[src/rtl/core/stereo_ring_mixer_with_gain_macros.svh]
// Assertion macros used by the stereo ring mixer RTL.
// Needs nothing else; define NO_ASSERTIONS to compile the checks out.
`ifndef STEREO_RING_MIXER_WITH_GAIN_MACROS_SVH
`define STEREO_RING_MIXER_WITH_GAIN_MACROS_SVH
`ifndef NO_ASSERTIONS
// Antecedent and consequent in the same cycle.
`define SRMG_ASSERT_SAME(lbl, clk, rst, ante, cons, msg) \
   lbl: assert property (@(posedge clk) disable iff (rst) (ante) |-> (cons)) else $error(msg);
// Consequent in the cycle after the antecedent.
`define SRMG_ASSERT_NEXT(lbl, clk, rst, ante, cons, msg) \
   lbl: assert property (@(posedge clk) disable iff (rst) (ante) |=> (cons)) else $error(msg);
`else
`define SRMG_ASSERT_SAME(lbl, clk, rst, ante, cons, msg)
`define SRMG_ASSERT_NEXT(lbl, clk, rst, ante, cons, msg)
`endif
`endif

[src/rtl/core/srmg_pkg.sv]
// Types and constants of the stereo ring mixer with master gain.
// Used by srmg_gain and stereo_ring_mixer_with_gain; depends on nothing.
package srmg_pkg;

   typedef enum logic [1:0] {
      CMD_MIX       = 2'd0,
      CMD_OVERWRITE = 2'd1,
      CMD_READ      = 2'd2,
      CMD_CLEAR     = 2'd3
   } cmd_type;

   typedef enum logic [0:0] {
      REG_MASTER_VOLUME = 1'b0,
      REG_MUTE          = 1'b1
   } reg_index_type;

   typedef enum logic [2:0] {
      ST_CLEAR,
      ST_IDLE,
      ST_ADDR,
      ST_GAIN,
      ST_WRITE
   } state_type;

   typedef struct packed {
      logic [1:0]         cmd;
      logic               start_req;
      logic [11:0]        frame_index;
      logic signed [15:0] left_in;
      logic signed [15:0] right_in;
      logic               last_in;
   } req_type;

   typedef struct packed {
      logic [11:0]        position;
      logic signed [15:0] left_out;
      logic signed [15:0] right_out;
      logic               last_out;
   } rsp_type;

   // Stage enables of the gain unit.
   typedef struct packed {
      logic load;
      logic quot;
      logic fix;
   } gain_ctrl_type;

   localparam logic [6:0]         VOL_MAX    = 7'd100;
   localparam int                 GAIN_DIV   = 100;
   localparam int                 GAIN_SHIFT = 30;
   // floor(2^30 / 100); the estimate it gives is at most one below the quotient.
   localparam logic [23:0]        GAIN_RECIP = 24'd10737418;
   localparam logic signed [15:0] SAMPLE_MAX = 16'sh7FFF;
   localparam logic signed [15:0] SAMPLE_MIN = 16'sh8000;

endpackage

[src/rtl/core/srmg_gain.sv]
// Gain unit: one sample times the applied volume, divided by 100 toward zero.
// Three enabled stages; uses srmg_pkg for the control struct and constants.
module srmg_gain (
   input  logic                    clock,
   input  srmg_pkg::gain_ctrl_type ctrl,
   input  logic signed [15:0]      sample,
   input  logic [6:0]              volume,
   output logic signed [15:0]      gained
);

   logic signed [7:0]  vol_s;
   logic signed [23:0] prod_full;
   logic               neg_in;
   logic               neg_ff;
   logic [21:0]        mag_in;
   logic [21:0]        mag_ff;
   logic [45:0]        qprod;
   logic [15:0]        quot_in;
   logic [15:0]        quot_ff;
   logic [21:0]        rem;
   logic [15:0]        quot_fix;
   logic signed [15:0] gained_in;
   logic signed [15:0] gained_ff;

   assign vol_s     = $signed({1'b0, volume});
   assign prod_full = sample * vol_s;
   assign neg_in    = prod_full[23];
   assign mag_in    = neg_in ? 22'(-prod_full) : prod_full[21:0];

   assign qprod   = 46'(mag_ff) * 46'(srmg_pkg::GAIN_RECIP);
   assign quot_in = qprod[srmg_pkg::GAIN_SHIFT +: 16];

   // The estimate is never above the true quotient, so one correction suffices.
   assign rem       = mag_ff - 22'(32'(quot_ff) * 32'(srmg_pkg::GAIN_DIV));
   assign quot_fix  = (rem >= 22'(srmg_pkg::GAIN_DIV)) ? quot_ff + 16'd1 : quot_ff;
   assign gained_in = $signed(neg_ff ? 16'(-quot_fix) : quot_fix);

   always_ff @(posedge clock) begin
      if (ctrl.load) begin
         mag_ff <= mag_in;
         neg_ff <= neg_in;
      end
      if (ctrl.quot) begin
         quot_ff <= quot_in;
      end
      if (ctrl.fix) begin
         gained_ff <= gained_in;
      end
   end

   assign gained = gained_ff;

endmodule

[config.mk]
export PLATFORM = sky130hd
export DESIGN_NAME = srmg_gain
export DESIGN_NICKNAME = d
export VERILOG_FILES = /design/src/rtl/core/stereo_ring_mixer_with_gain_macros.svh /design/src/rtl/core/srmg_pkg.sv /design/src/rtl/core/srmg_gain.sv
export SDC_FILE = /design/constraint.sdc
export NUM_CORES = 1
export LEC_CHECK = 0
export BUFFER_PORTS_ARGS = -buffer_cell sky130_fd_sc_hd__buf_2
export CAP_MARGIN = 20
export CORE_MARGIN = 4
export CORE_UTILIZATION = 40
export CTS_CLUSTER_DIAMETER = 150
export CTS_CLUSTER_SIZE = 20
export DETAILED_ROUTE_END_ITERATION = 6
export SLEW_MARGIN = 10
export SYNTH_ARGS = -nofsm -noshare
export SYNTH_HDL_FRONTEND = slang
export SYNTH_SLANG_ARGS = --single-unit
export TNS_END_PERCENT = 10
[constraint.sdc]
create_clock -name clock -period 10.05 [get_ports clock]
set_input_delay 1.5075 -clock clock [delete_from_list [all_inputs] [get_ports clock]]
set_output_delay 1.5075 -clock clock [all_outputs]
set_load 0.02 [all_outputs]
== Yosys cells after proc, flatten, opt, wreduce, memory -nomap -nowiden ==
Cells that the tools add are included.
Cells by class
  multiply operators: 3
  add/subtract/negate cells: 4
  multiplexer cells: 3
  order comparisons: 1
Operator list (number)
  $mul A22 B23 Y45 const B: 1
  $mux W16: 2
  $mul A16 B8 Y24: 1
  $ge A22 B7 Y1 const B: 1
  $mux W22: 1
  $neg A22 Y22: 1
  $sub A22 B22 Y22: 1
  $mul A16 B5 Y20 const B: 1
  $add A16 B1 Y16 const B: 1
  $neg A16 Y16: 1
Word-level totals
  output and inout bits: 16
  word-level logic and storage cells: 15
  register bits after elaboration: 55

== Depth between registers and ports, before layout ==
  depth in word-level cells: 6
  depth in mapped cells: 34
  gate-level depth less buffers: 33

== Worst setup path before layout ==
OpenSTA, ideal clock, no wires.
  path kind: reg2reg
  start point: register quot_ff[3]
  end point: register gained_ff[12], in the netlist gained[12], data pin
  data required time: 9.788 ns
  period minus slack after synthesis: 7.091 ns
  setup slack: 2.959 ns
  arrival: 6.829 ns
  setup time: 0.262 ns
  stages on the path, launching flop included: 34
  cells stage by stage: edfxtp_1 ha_1 ha_1 fa_1 ha_1 nor2b_1 o21ai_0 a21boi_0 o21ai_0 a21oi_1 o21ai_0 a21oi_1 o21ai_0 a21oi_1 o21a_1 or2_2 ha_1 clkbuf_1 nor2_1 a31oi_1 nand3_1 nor4_1 nand4_2 nor3_2 nand3_1 buf_2 mux2i_1 ha_1 nand2_1 o32ai_1 or3_1 o2111ai_2 o31ai_2 xnor2_1
On the way
  longest elaborated chain between the ends: 6
Ends and longest elaborated chain
  from (decl): line srmg_gain.sv:19  | logic [15:0] quot_ff;
  from (signal assigned): line srmg_gain.sv:44  | quot_ff <= quot_in;
  $mul A16 B5 Y20: line srmg_gain.sv:34  | assign rem = mag_ff - 22'(32'(quot_ff) * 32'(srmg_pkg::GAIN_DIV));
  $sub A22 B22 Y22: line srmg_gain.sv:34
  $ge A22 B7 Y1: line srmg_gain.sv:35  | assign quot_fix = (rem >= 22'(srmg_pkg::GAIN_DIV)) ? quot_ff + 16'd1 : quot_ff;
  $mux W16 *: line srmg_gain.sv:35
  $neg A16 Y16: line srmg_gain.sv:36  | assign gained_in = $signed(neg_ff ? 16'(-quot_fix) : quot_fix);
  $mux W16 *: line srmg_gain.sv:36
  named net gained_in[12]: line srmg_gain.sv:22  | logic signed [15:0] gained_in;
  to (signal assigned): line srmg_gain.sv:47  | gained_ff <= gained_in;
  to (decl): line srmg_gain.sv:23  | logic signed [15:0] gained_ff;
The timed path passes the listed nets; every way through them passes the cells marked *.
A chain may end at the register's enable or synchronous reset.

== Final worst setup path ==
  start point: register quot_ff[3]
  end point: register gained_ff[14], in the netlist gained[14], data pin
The elaborated chain is that of the path after synthesis.

==> metrics.txt <==
run status=finished, final reports clean; maximum frequency from static timing analysis=0.120 GHz; vias in the first global route=13400; master of the slowest instance on the critical path=sky130_fd_sc_hd__edfxtp_1; number of buffers inserted by hold repair at cts=0; total track usage=0.173; post-detailed-placement half-perimeter wirelength=35100 um; final number of max-transition violations=0; kind of critical path=reg2reg; number of buffers added on ports=between 40 and 50; largest area contributor in the netlist=sky130_fd_sc_hd__fa_1; DRC violation count after routing=0; core area=approximately 43000 um^2; type of the most critical hold path=reg2reg; pin count of the biggest net entering global routing=24; total number of yosys warnings=0; Async SR Flop Fraction=0; Worst Path Max Fanout=12; Final #Nets=2509; share of final-layout standard cells stronger than drive strength 1=0.0493; vias per std cell=slightly above 5; number of standard-cell rows in the floorplan=76; effective utilization at floorplan=0.407; Critical Path AT=8.37 ns; slowest stage delay, CP=roughly 0.54 ns; Clk Latency, worst-skew pair=0.32 ns; count of mapped cells out of synthesis=around 1900; Main synth FF type=sky130_fd_sc_hd__edfxtp_1; Slew @ Worst Pin=0.944 ns; wire length reported by the detailed router=39100 um; post-synthesis cell area=17600 um^2; area of the die=about 47000 um^2; final clock skew=0.0151 ns; min setup slack post-route=1.74 ns; CTS tree=built; wire length of the first global-routing pass=66400 um; via total after detailed routing=roughly 12000; crit share post-route=0.827; post-cts repair resize count=0; post-CTS repair timing setup buffer count=0; mean routed wirelength per cell=15.8 um; CTS H-Tree Depth=2; number of failing hold endpoints at the final stage=0; number of synthesized register bits=55; routability congestion estimate=around 0.89; post-layout minimum cycle time=8.31 ns; initial drt markers=698; share of the yosys chip area belonging to registers=0.0938; critical path startpoint category=register; Final ANT Viol Nets=0; net count of the mapped netlist=2483; Total Neg Setup Slack=0 ns; pre-CTS setup slack=about 1.9 ns; area share of the largest cell type after synthesis=0.300; number of diodes added for antenna fixing=0; clock-pin slew on the worst setup and hold paths=around 0.09 ns; largest cells by area after synthesis=sky130_fd_sc_hd__fa_1, sky130_fd_sc_hd__ha_1, sky130_fd_sc_hd__inv_1; total iterations of the first detailed-routing run=5; required time worst endpoint=10.11 ns; Clock Tree Buf Depth=2; Worst slew margin=0.368; top-level port count=43; Die Span X=218 um; synthesis-to-layout area growth=5.74%; CP top delay family=compound AO/OA/AOI/OAI gates; synthesized area per cell=9.47 um^2; Num CTS Buffers=5; number of enable flip-flop cells after synthesis=55; maximum capacitance violations=0; endpoint type of the worst setup path=register; number of distinct library cell variants in the gate-level netlist after synthesis=77; number of sinks driven by the clock tree=55; height of the die=~220 um; total congestion overflow after global routing=0; initial antenna violation count=0; setup repair after global routing missed its margin=no; Critical path buffers and inverters=0; cell seen most often among critical-path stages=sky130_fd_sc_hd__ha_1; CTS root buf=sky130_fd_sc_hd__clkbuf_16; setup violation total in the final timing report=0
tightest hold or removal path, delay by kind of cell, from the launching register on:
kind / cells / cell delay (ns)
buffers and inverters: 1 / 0.09
xor gates and xnor gates: 2 / 0.31
DFF: 1 / 0.36
sequential cells by signal (all words and copies together), names as in the netlist:
name,count
neg_ff,1
quot_ff,16
gained,16
mag_ff,22
synth_stat cells, drive strengths merged (3+ instances only):
cell / n
o41ai: 4
ha: 333
and3: 8
and2: 89
a31oi: 6
a31o: 4
a211oi: 12
nand2b: 14
o21a: 10
nor2: 54
clkbuf: 19
o2111ai: 4
or2: 7
mux2: 3
nand3: 26
a2111oi: 5
xnor2: 78
edfxtp: 55
mux2i: 4
fa: 264
nor3b: 3
o21ai: 51
nand3b: 5
o21bai: 9
o31ai: 8
a21o: 23
nand2: 97
or3: 8
inv: 459
buf: 4
xor2: 25
o211ai: 12
a21boi: 5
nor2b: 9
a311oi: 6
a211o: 3
nand4: 12
nor3: 33
nor4: 9
a221oi: 5
a21oi: 49
kinds of logic after synthesis:
logic type / count (synthesis) / share of synthesized area
adders and majority gates: 597 / 0.537
buffers and inverters: 482 / 0.103
and+or+nand+nor: 380 / 0.114
AOI/OAI and AO/OA: 235 / 0.0969
xor gates and xnor gates: 103 / 0.0512
DFF: 55 / 0.0938
muxes: 7 / 0.00419
cell usage in the layout (no fill, tap or decap), drive strengths merged, types with 23 or more instances in the layout:
cell	synthesis	final
xnor2	78	78
xor2	25	25
a21oi	49	49
edfxtp	55	55
a21o	23	23
nand2	97	97
buf	4	42
fa	264	264
and2	89	89
nor3	33	33
o21ai	51	51
ha	333	333
nand3	26	26
inv	459	460
nor2	54	54
layer usage:
metal / vias to the layer above / routed length, um / share of wire / track usage
li1: 6068 / - / - / -
met1: 6095 / 17600 / 0.45 / 0.228
met2: 204 / 19200 / 0.49 / 0.303
met3: 51 / 1270 / 0.032 / 0.0180
met4: 0 / 975 / 0.025 / 0.0442
met5: - / 0 / 0 / 0
final cells by class:
type / instances / area, um^2
Timing Repair Buffer: 42 / 210
Fill cell: 4254 / 24600
Inverter: 459 / 1720
Sequential cell: 55 / 1650
Clock buffer: 5 / 125
Tap cell: 585 / 732
Clock inverter: 3 / 27.5
Multi-Input combinational cell: 1322 / 14100
through the flow:
stage	hold WS (ns)	cells	instance area, um^2	utilization
floorplan	0.632	1859	17600	-
global placement	0.791	2463	18500	0.427
detailed placement	0.830	2463	18500	0.427
CTS	0.856	2471	18600	0.430
global route	0.905	2471	18600	0.430
finish	0.854	2471	18600	0.430
final timing paths:
path                end  slack [ns]        start  cells after the start
max          gained[14]        1.74   quot_ff[3]                     31
min          gained[15]        0.85  quot_ff[15]                      3
max reg2reg  gained[14]        1.74   quot_ff[3]                     31
min reg2reg  gained[15]        0.85  quot_ff[15]                      3
Power is not shown: default switching activity piles up to over one toggle a cycle in this logic, so the estimate is an artifact.
